===== src/hw/rtl/tlma_pkg.sv =====
package tlma_pkg;

  localparam int ADC_W    = 16;
  localparam int TEMP_W   = 7;
  localparam int ENTRY_W  = 18;   // signed table entry and compare width
  localparam int IDX_W    = 9;    // widest table index (up to 512 entries)
  localparam int TEMP_MAX = 127;  // largest 7-bit temperature

  localparam logic [ADC_W-1:0] LOW_LIMIT = 16'd33587;
  localparam int TOP_ENTRY  = 58787;
  localparam int ENTRY_STEP = 280;
  localparam int BASE_TEMP  = 20;

  typedef enum logic [5:0] {
    ST_IDLE   = 6'b000001,
    ST_SEARCH = 6'b000010,
    ST_WRITE  = 6'b000100,
    ST_SUM    = 6'b001000,
    ST_DIV    = 6'b010000,
    ST_DONE   = 6'b100000
  } state_t;

  typedef enum logic [1:0] {
    ALU_CMP,  // table entry minus operand a
    ALU_ADD,
    ALU_SUB
  } alu_op_t;

  // Descending calibration table: entry i = 58787 - 280*i, may go negative.
  function automatic logic signed [ENTRY_W-1:0] table_entry(input logic [IDX_W-1:0] idx);
    return ENTRY_W'(TOP_ENTRY - ENTRY_STEP * int'(idx));
  endfunction

endpackage


===== src/hw/rtl/tlma_ram.sv =====
module tlma_ram #(
  parameter int WIDTH = 7,
  parameter int DEPTH = 10
) (
  input  logic                     clk,
  input  logic                     we,
  input  logic [$clog2(DEPTH)-1:0] waddr,
  input  logic [WIDTH-1:0]         wdata,
  input  logic                     re,
  input  logic [$clog2(DEPTH)-1:0] raddr,
  output logic [WIDTH-1:0]         rdata
);

  logic [WIDTH-1:0] mem [DEPTH];

  always_ff @(posedge clk) begin
    if (we) begin
      mem[waddr] <= wdata;
    end
    if (re) begin
      rdata <= mem[raddr];
    end
  end

endmodule


===== src/hw/rtl/tlma_alu.sv =====
module tlma_alu #(
  parameter int W  = 18,
  parameter int IW = 7
) (
  input  tlma_pkg::alu_op_t op,
  input  logic signed [W-1:0] a,
  input  logic signed [W-1:0] b,
  input  logic [IW-1:0]       idx,
  output logic signed [W-1:0] res
);
  import tlma_pkg::*;

  logic signed [ENTRY_W-1:0] entry;

  assign entry = table_entry(IDX_W'(idx));

  always_comb begin
    case (op)
      ALU_CMP: res = W'(entry) - a;
      ALU_ADD: res = a + b;
      ALU_SUB: res = a - b;
      default: res = a;
    endcase
  end

endmodule


===== src/hw/rtl/thermistor_lookup_moving_average_top.sv =====
// Thermistor lookup with moving average. Each transaction on the in_ channel carries one raw
// ADC reading (larger is colder). A reading above 33587 is converted to degrees F by a binary
// search of a descending calibration table (entry i = 58787 - 280*i, temperature 20 + i);
// anything at or below that limit reads as 20 F. Every temperature enters a ring of AVG_DEPTH
// entries; the first AVG_DEPTH readings produce no result, and every later reading produces one
// out_ transaction carrying the floor of the ring's mean. The block works on one reading at a
// time and holds in_ready low while busy. A reading that only fills the ring passes through the
// search, one probe per step (at most ceil(log2(TABLE_ENTRIES)) probes, 7 at the defaults), and
// the ring write; a reading that produces a result adds the ring summation, the divide by
// AVG_DEPTH (a multiply by a scaled reciprocal) and the load of the output register, and waits
// before that load only while an earlier result still holds the output register. The search
// probes and the ring summation share one adder/subtractor and run one step per cycle. The
// output register lets a result wait for out_ready while the next reading is taken.
module thermistor_lookup_moving_average_top #(
  parameter int AVG_DEPTH     = 10,
  parameter int TABLE_ENTRIES = 91
) (
  input  logic                        clk,
  input  logic                        rst_n,
  input  logic                        in_valid,
  output logic                        in_ready,
  input  logic [tlma_pkg::ADC_W-1:0]  in_adc_counts,
  output logic                        out_valid,
  input  logic                        out_ready,
  output logic [tlma_pkg::TEMP_W-1:0] out_average_temp
);
  import tlma_pkg::*;

  localparam int AW  = $clog2(AVG_DEPTH);             // ring address
  localparam int IW  = $clog2(TABLE_ENTRIES + 1);     // search bounds
  localparam int SW  = $clog2(AVG_DEPTH * TEMP_MAX + 1); // ring sum / quotient
  localparam int SEW = $clog2(AVG_DEPTH + 1);         // fill count
  localparam int CW  = $clog2(AVG_DEPTH + 1);         // summation step
  localparam int DW  = (SW + 1 > ENTRY_W) ? SW + 1 : ENTRY_W; // shared unit width
  // floor(sum / AVG_DEPTH) = (sum * RECIP) >> DIV_SH, exact for every sum below 2**SW
  localparam int DIV_SH = SW + AW;
  localparam int RECIP  = ((1 << DIV_SH) + AVG_DEPTH - 1) / AVG_DEPTH;
  localparam int MW     = SW + 2;                     // reciprocal width

  state_t             state_r, state_nxt;
  logic [ADC_W-1:0]   counts_r, counts_nxt;
  logic [IW-1:0]      lo_r, lo_nxt;
  logic [IW-1:0]      hi_r, hi_nxt;
  logic [AW-1:0]      slot_r, slot_nxt;
  logic [SEW-1:0]     seen_r, seen_nxt;
  logic [CW-1:0]      cnt_r, cnt_nxt;
  logic [SW-1:0]      sum_r, sum_nxt;
  logic               out_valid_r, out_valid_nxt;
  logic [TEMP_W-1:0]  out_temp_r, out_temp_nxt;

  // Search helpers
  logic [IW:0]        mid_sum;
  logic [IW-1:0]      mid;
  logic [IW-1:0]      span;
  logic [TEMP_W-1:0]  temp;

  // Divide by the ring depth
  logic [SW+MW-1:0]   quot_prod;

  // Shared arithmetic unit
  alu_op_t            alu_op;
  logic signed [DW-1:0] alu_a, alu_b, alu_res;
  logic [IW-1:0]      alu_idx;
  logic               alu_neg;

  // Ring memory
  logic               ram_we, ram_re;
  logic [AW-1:0]      ram_raddr;
  logic [TEMP_W-1:0]  ram_rdata;

  assign mid_sum   = {1'b0, lo_r} + {1'b0, hi_r};
  assign mid       = mid_sum[IW:1];
  assign span      = hi_r - lo_r;
  assign temp      = TEMP_W'(lo_r) + TEMP_W'(BASE_TEMP);  // wraps like the 7-bit field
  assign quot_prod = sum_r * MW'(RECIP);
  assign alu_neg   = alu_res[DW-1];
  assign ram_raddr = cnt_r[AW-1:0];

  tlma_alu #(
    .W  (DW),
    .IW (IW)
  ) u_alu (
    .op  (alu_op),
    .a   (alu_a),
    .b   (alu_b),
    .idx (alu_idx),
    .res (alu_res)
  );

  tlma_ram #(
    .WIDTH (TEMP_W),
    .DEPTH (AVG_DEPTH)
  ) u_ring (
    .clk   (clk),
    .we    (ram_we),
    .waddr (slot_r),
    .wdata (temp),
    .re    (ram_re),
    .raddr (ram_raddr),
    .rdata (ram_rdata)
  );

  always_comb begin
    state_nxt     = state_r;
    counts_nxt    = counts_r;
    lo_nxt        = lo_r;
    hi_nxt        = hi_r;
    slot_nxt      = slot_r;
    seen_nxt      = seen_r;
    cnt_nxt       = cnt_r;
    sum_nxt       = sum_r;
    out_valid_nxt = out_valid_r;
    out_temp_nxt  = out_temp_r;
    alu_op        = ALU_ADD;
    alu_a         = '0;
    alu_b         = '0;
    alu_idx       = mid;
    ram_we        = 1'b0;
    ram_re        = 1'b0;

    // Drop the result once the consumer takes it
    if (out_valid_r && out_ready) begin
      out_valid_nxt = 1'b0;
    end

    case (state_r)
      ST_IDLE: begin
        if (in_valid) begin
          counts_nxt = in_adc_counts;
          lo_nxt     = '0;
          // An over-range reading gets a one-entry search interval, so it lands on index 0
          hi_nxt     = (in_adc_counts > LOW_LIMIT) ? IW'(TABLE_ENTRIES) : IW'(1);
          state_nxt  = ST_SEARCH;
        end
      end
      ST_SEARCH: begin
        if (span > IW'(1)) begin
          // One probe per cycle: entry(mid) - counts < 0 means the reading is above the entry
          alu_op = ALU_CMP;
          alu_a  = DW'(counts_r);
          if (alu_neg) begin
            hi_nxt = mid;
          end else begin
            lo_nxt = mid;
          end
        end else begin
          state_nxt = ST_WRITE;
        end
      end
      ST_WRITE: begin
        ram_we   = 1'b1;
        slot_nxt = (slot_r == AW'(AVG_DEPTH - 1)) ? '0 : slot_r + 1'b1;
        if (seen_r == SEW'(AVG_DEPTH)) begin
          sum_nxt   = '0;
          cnt_nxt   = '0;
          state_nxt = ST_SUM;
        end else begin
          // Still filling the ring: no result for this reading
          seen_nxt  = seen_r + 1'b1;
          state_nxt = ST_IDLE;
        end
      end
      ST_SUM: begin
        // Read slot cnt and add the data fetched in the cycle before
        ram_re = (cnt_r < CW'(AVG_DEPTH));
        alu_op = ALU_ADD;
        alu_a  = DW'(sum_r);
        alu_b  = DW'(ram_rdata);
        if (cnt_r != '0) begin
          sum_nxt = alu_res[SW-1:0];
        end
        if (cnt_r == CW'(AVG_DEPTH)) begin
          cnt_nxt   = '0;
          state_nxt = ST_DIV;
        end else begin
          cnt_nxt = cnt_r + 1'b1;
        end
      end
      ST_DIV: begin
        // Replace the sum by its quotient: multiply by the reciprocal, keep the high bits
        sum_nxt   = SW'(quot_prod[DIV_SH +: TEMP_W]);
        state_nxt = ST_DONE;
      end
      ST_DONE: begin
        // Hold here until the output register is free
        if (!out_valid_r || out_ready) begin
          out_valid_nxt = 1'b1;
          out_temp_nxt  = sum_r[TEMP_W-1:0];
          state_nxt     = ST_IDLE;
        end
      end
      default: begin
        state_nxt = ST_IDLE;
      end
    endcase
  end

  // Control state
  always_ff @(posedge clk) begin
    if (!rst_n) begin
      state_r     <= ST_IDLE;
      slot_r      <= '0;
      seen_r      <= '0;
      out_valid_r <= 1'b0;
    end else begin
      state_r     <= state_nxt;
      slot_r      <= slot_nxt;
      seen_r      <= seen_nxt;
      out_valid_r <= out_valid_nxt;
    end
  end

  // Datapath
  always_ff @(posedge clk) begin
    counts_r   <= counts_nxt;
    lo_r       <= lo_nxt;
    hi_r       <= hi_nxt;
    cnt_r      <= cnt_nxt;
    sum_r      <= sum_nxt;
    out_temp_r <= out_temp_nxt;
  end

  assign in_ready         = (state_r == ST_IDLE);
  assign out_valid        = out_valid_r;
  assign out_average_temp = out_temp_r;

endmodule


===== config.mk =====
export PLATFORM = sky130hd
export DESIGN_NAME = thermistor_lookup_moving_average_top
export DESIGN_NICKNAME = d
export VERILOG_FILES = /design/src/hw/rtl/tlma_pkg.sv /design/src/hw/rtl/tlma_ram.sv /design/src/hw/rtl/tlma_alu.sv /design/src/hw/rtl/thermistor_lookup_moving_average_top.sv
export SDC_FILE = /design/constraint.sdc
export NUM_CORES = 1
export LEC_CHECK = 0
export BUFFER_PORTS_ARGS = -buffer_cell sky130_fd_sc_hd__buf_2
export CORE_MARGIN = 1
export CORE_UTILIZATION = 55
export DETAILED_ROUTE_END_ITERATION = 12
export PLACE_DENSITY = 0.69
export SYNTH_ARGS = -nofsm -noshare
export SYNTH_HDL_FRONTEND = slang
export SYNTH_SLANG_ARGS = --single-unit

===== constraint.sdc =====
create_clock -name clk -period 7.08 [get_ports clk]
set_input_delay 1.416 -clock clk [delete_from_list [all_inputs] [get_ports clk]]
set_output_delay 1.416 -clock clk [all_outputs]
set_load 0.02 [all_outputs]

# Word-level counts from Yosys, hierarchy flattened
# Memory sizes are Yosys's and may differ from the RTL's. A register that Yosys moved wholly into a read port is not among the register bits.
# Cells that the tools add are included.
[totals]
reg_bits = 67
mem_bits_rw = 70
elab_cells = 98
memories = 1
[classes]
add_sub_neg = 10
n_mul = 2
magnitude_cmp = 3
eq_ne = 20
n_mux = 35
bitwise = 1
reduce_logical = 16
[mem_list]
columns = ["memory", "depth", "word_bits", "read_ports", "rd_ports_with_merged_regs", "wr", "line_no", "text"]
rows = [
  ["u_ring.mem", 10, 7, 1, 1, 1, "tlma_ram.sv:14", "logic [WIDTH-1:0] mem [DEPTH];"],
]
[ops]
columns = ["cell", "count"]
rows = [
  ["2-to-1 mux 7 bit", 8],
  ["case mux 18 bit (3 select lines)", 1],
  ["case mux 6 bit (6 select lines)", 1],
  ["case mux 11 bit (3 select lines)", 1],
  ["case mux 16 bit (2 select lines)", 1],
  ["case mux 7 bit (2 select lines)", 2],
  ["2-to-1 mux 6 bit", 4],
  ["multiplier 11 x 12 -> 22 bit (second input constant)", 1],
  ["2-to-1 mux 11 bit", 2],
  ["!= test 2 bit (second input constant)", 9],
  ["subtractor 17 x 18 -> 18 bit (first input constant)", 1],
  ["subtractor 18 x 17 -> 18 bit", 1],
  ["adder 16 x 7 -> 17 bit", 1],
  ["subtractor 16 x 7 -> 17 bit", 1],
  ["> comparator 16 bit (second input constant)", 1],
  ["2-to-1 mux 16 bit", 1],
  ["2-to-1 mux 4 bit", 4],
  ["multiplier 6 x 7 -> 13 bit (first input constant)", 1],
  ["adder 4 x 1 -> 4 bit (second input constant)", 3],
  ["== test 4 bit (second input constant)", 3],
  ["AND reduction 4 bit", 3],
  ["2-to-1 mux 1 bit", 9],
  ["adder 7 x 7 -> 8 bit", 1],
  ["case mux 4 bit (2 select lines)", 1],
  ["other kinds (22)", 26],
]

# Depth between registers and ports, before layout
[logic_depth]
word_depth = 9
mapped_depth = 28

# Modules after synthesis
# From an unflattened synthesis, not the netlist that was laid out.
[unflattened]
hier_cells = 1127
hier_area_um2 = 11725.0
[by_module_without_submodules]
columns = ["module", "n_inst", "cells_per_inst", "area_per_inst_um2", "seq_area_each_um2"]
rows = [
  ["thermistor_lookup_moving_average_top", 1, 537, 5627.9, 1861.8],
  ["tlma_ram", 1, 165, 3062.9, 2312.2],
  ["tlma_alu", 1, 425, 3034.2, 0.0],
]

# Worst setup path after synthesis
# No wires, ideal clock.
[synth_timing]
path_kind = "register -> register"
from = "register lo_r[0]"
to = "register hi_r[0] (enable)"
setup_ns = 0.342
t_arrival_ns = 5.893
slack_ns = 0.846
path_stages_with_launch = 27
path_buffers = 0
synth_period_minus_slack_ns = 6.234
cell_sequence = "edfxtp_1 ha_1 fa_1 nand2b_1 a21oi_1 o21ai_0 a21oi_1 nor3_1 nor2_1 ha_1 ha_1 fa_1 ha_1 a21oi_1 o21bai_1 a21o_1 a21oi_1 nor3_1 xnor2_1 ha_1 inv_1 ha_1 nand2_1 or4b_2 a221o_1 o211ai_1 o21ai_0"
[synth_via]
elab_chain_cells = 8
word_cells_on_any_way = 18
cone_classes = "5 x add/sub; 1 x mul; 1 x order compare; 4 x eq/ne; 5 x mux; 2 x reduce/logical"
[synth_rtl]
columns = ["element", "line_no", "text"]
rows = [
  ["from (decl)", "thermistor_lookup_moving_average_top.sv:42", "logic [IW-1:0] lo_r, lo_nxt;"],
  ["from (signal assigned)", "thermistor_lookup_moving_average_top.sv:216", "lo_r <= lo_nxt;"],
  ["branches (longest 7 deep; another with subtractor 17 x 18 -> 18 bit)", "-", ""],
  ["AND reduction 4 bit (no source line) *", "-", ""],
  ["to (signal assigned)", "thermistor_lookup_moving_average_top.sv:217", "hi_r <= hi_nxt;"],
  ["to (decl)", "thermistor_lookup_moving_average_top.sv:43", "logic [IW-1:0] hi_r, hi_nxt;"],
]
# Every way passes the cells marked *.
# A chain may end at the register's enable or synchronous reset.

# Final worst setup path
[layout_timing]
from = "register lo_r[2]"
to = "register hi_r[3] (enable)"
# Same word-level chain as after synthesis.

==> run metrics <==
net count of the mapped netlist 1,011; clock-pin slew reported for the worst setup and hold paths after clock tree synthesis 70 ps; via density per instance 5.818; Die ar. 18,220 um^2; Post-route DRC 0; worst hold path endpoint seen_r[1]; WP data arrival 6680 ps; proportion of synthesized area in mux cells 0.04270; number of max-cap violations 0; R2R setup slack 500 ps; run status finished, final reports clean; Post-synth ARST share 0; parity-gate share of the synthesized area counting xor and xnor cells 0.03241; peak fanout along the critical path 7; share of the yosys chip area belonging to registers 0.4291; antenna violations before repair 0; standard cell area after detailed placement 10,100 um^2; height of the die 135.0 um; RSZ-0062 raised after global routing false; routed len/inst 19.08 um; number of setup violations in the final report 0; pin slew with the least headroom to its limit 1176 ps; max-slew violation count 0; violation count after the first detailed-routing iteration 417; largest net degree at the start of global routing 33; Highest Clock Rate 151.9 MHz; synth top area cells edfxtp_1 (40%), ha_1 (17%), fa_1 (7.6%), inv_1 (4.1%), mux4_2 (3.2%); synthesized area 9728 um^2; GP Congestion 0.8866; category of the most critical setup path reg -> reg; largest clock skew in the final design 11.76 ps; count of buffers inserted at the top-level ports 28; synthesized-area fraction occupied by adder cells 0.2498; count of different cell masters after synthesis 66; Max transition margin 0.2121; cell depth of the worst min-delay path 1; root buffer selected by CTS clkbuf_16; # diodes 0; count of hold buffers inserted by post-cts repair 0; final antenna-violating net count 0; Synth top area share 0.3982; post-layout minimum cycle time 6585 ps; Compound-Gate Fraction of Synth Area 0.1033; global routing usage summed across all routing layers 0.2396; clock latency reported for the late side of the worst-skew pair 430 ps; starting density of the core 0.5624; Synth Register Bits 144; clock tree from TritonCTS yes; final non-filler cell area 10,750 um^2; number of hold-slack violations in the final timing report 0; Setup TNS 0 ps; Die Span X 135.0 um; cells after synthesis 819; RR Endpoint hi_r[3]; # rows 48; logic depth of the worst register-to-register path 26; global-route wire length before repair 32,610 um; number of flops mapped to enable cells by yosys 129; total length of routed wires 20,820 um; mean area per synthesized cell 11.88 um^2; Worst Setup End Kind flop; Layout Nets 1,045; TritonCTS Sinks 144; Worst Hold Launch seen_r[1]; Lkg Pwr 0.004628 uW; Reg2Reg Launch Point lo_r[2]; largest family of logic cells by synthesized area adder cells; dominant cell type by area after synthesis edfxtp_1; Inserted Clock Buffers 17; hold crit path type reg -> reg; worst voltage drop across the vdd grid 0.001154 V; type of element launching the critical path flop; CTS Buffer Depth 2; vias in the first global route 6,304; total overflow reported by the global router 0; pwr/cell area 443.1 nW/um^2; number of fill cells 1,326; Area growth syn-to-layout 10.51%; simple-gate area share of the yosys netlist 0.08926; Crit path required time 7180 ps; detailed placement HPWL 15,980 um; Placeable Area 17,300 um^2; most used flip-flop cell after synthesis edfxtp_1; H-tree level count 4; count of pins on the block boundary 29; detailed-routing iteration count for the pre-antenna-repair pass 5; Synth Warn # 0; share of cells above drive strength 1 0.1236; final cycle utilization of the critical path 0.9301; via count 6,347
==> worst max-delay path by stage <==
stage	from	to	slack [ps]	depth (start not counted)
4_1_cts	lo_r[2]	hi_r[6]	210	26
5_1_grt	lo_r[2]	hi_r[6]	100	26
2_1_floorplan	lo_r[0]	hi_r[0]	850	26
3_3_place_gp	lo_r[1]	hi_r[2]	460	25
3_5_place_dp	lo_r[2]	hi_r[1]	260	26
6_report	lo_r[2]	hi_r[3]	500	26
==> state kept, by name, summed over array words and instances (netlist names) <==
| signal | flops |
|---|---|
| out_average_temp | 7 |
| state_r | 6 |
| u_ring.rdata | 7 |
| cnt_r | 4 |
| seen_r | 4 |
| hi_r | 7 |
| out_valid | 1 |
| counts_r | 16 |
| sum_r | 11 |
| lo_r | 7 |
| u_ring.mem | 70 |
| slot_r | 4 |
==> repair_timing <==
action                                 4_1_cts  5_1_grt
setup endpoints to repair                    0       14
endpoints found under the hold margin        0        0
setup buffers                                0        4
gates resized for setup                      0        4
==> worst max-delay path, stage by stage, from the launching register on <==
cell and delay [ps]:
edfxtp_1 450, clkinvlp_4 140, ha_1 400, nand2b_1 180
a21oi_1 170, o21ai_0 110, a21oi_1 250, o21a_1 210
nor2_1 90, ha_1 290, ha_1 300, fa_1 480
ha_1 320, a21oi_1 240, o21bai_1 90, a21o_1 210
a21oi_1 150, nor3_1 70, xnor2_1 150, ha_1 280
inv_1 40, ha_1 290, nand2_1 80, or4b_2 610
a221o_1 270, o211ai_1 110, o21ai_1 290
==> layout make-up <==
class / count / area (um^2) / share of cell area
multi-input combinational: 544 / 5052 / 0.4700
sequential: 144 / 4174 / 0.3883
clock buffer: 17 / 425.4 / 0.03957
inverter: 107 / 405.4 / 0.03771
tap: 225 / 281.5 / 0.02619
timing repair buffer: 39 / 222.7 / 0.02072
clock inverter: 15 / 188.9 / 0.01757
==> report_power, final <==
| part | total [uW] | internal [uW] | switching (uW) |
|---|---|---|---|
| sequential | 1090 | 1050 | 46.8 |
| combinational | 2780 | 1210 | 1560 |
| clock | 894 | 480 | 414 |
| total | 4760 | 2740 | 2020 |
==> cells by family after synthesis <==
kind of cell    after synthesis
mux                          24
fa+ha+maj                   172
xor+xnor                     36
buf+inv                     131
compound gates              147
simple gates                165
flops                       144
==> placed cells by master, fill, tap and decap left out, types with 8 or more instances in the layout <==
master	count
nor2b_1	17
clkbuf_16	17
edfxtp_1	129
a21oi_1	35
dfxtp_1	15
mux4_2	14
inv_1	106
o21ai_0	30
nor2_1	42
a21o_1	8
buf_4	11
buf_2	28
mux2i_1	10
xor2_1	9
nand2_1	32
ha_1	135
xnor2_1	27
nor3_1	12
and2_1	16
o21a_1	12
fa_1	37
==> cells in the mapped netlist, types with 6 or more instances <==
cell / n
a21boi_0: 6
edfxtp_1: 129
a21o_1: 8
nor3_1: 13
nand2_1: 32
a211oi_1: 7
inv_1: 107
a22o_1: 6
nor2b_1: 17
a21oi_1: 35
and2_1: 16
nor2_1: 42
dfxtp_1: 15
fa_1: 37
mux4_2: 14
clkbuf_1: 12
xnor2_1: 27
o21ai_0: 31
buf_2: 8
mux2i_1: 10
o21a_1: 13
xor2_1: 9
ha_1: 135
nand2b_1: 7
nor4_1: 8
==> metrics by stage <==
step | total power, uW | utilization | std cells | hold slack, ps | setup slack [ps]
5_1_grt | 5236 | 0.6215 | 1091 | 595.0 | 97.03
3_3_place_gp | 3687 | 0.5837 | 1055 | 542.3 | 461.1
3_5_place_dp | 3844 | 0.5837 | 1055 | 551.1 | 258.0
4_1_cts | 4752 | 0.6192 | 1087 | 566.5 | 208.3
2_1_floorplan | 3126 | - | 819 | 507.4 | 845.7
6_report | 4763 | 0.6215 | 1091 | 564.8 | 495.1
==> layer usage <==
layer | share of wire | vias to the layer above | wire length, um | track usage
li1 | - | 3018 | - | -
met3 | 0.036 | 23 | 753 | 0.03003
met4 | 0.016 | 0 | 323 | 0.08052
met1 | 0.44 | 3152 | 9165 | 0.3152
met2 | 0.51 | 154 | 10580 | 0.4101
met5 | 0 | - | 0 | 0
Note: power is estimated with default switching activity, not from simulation.
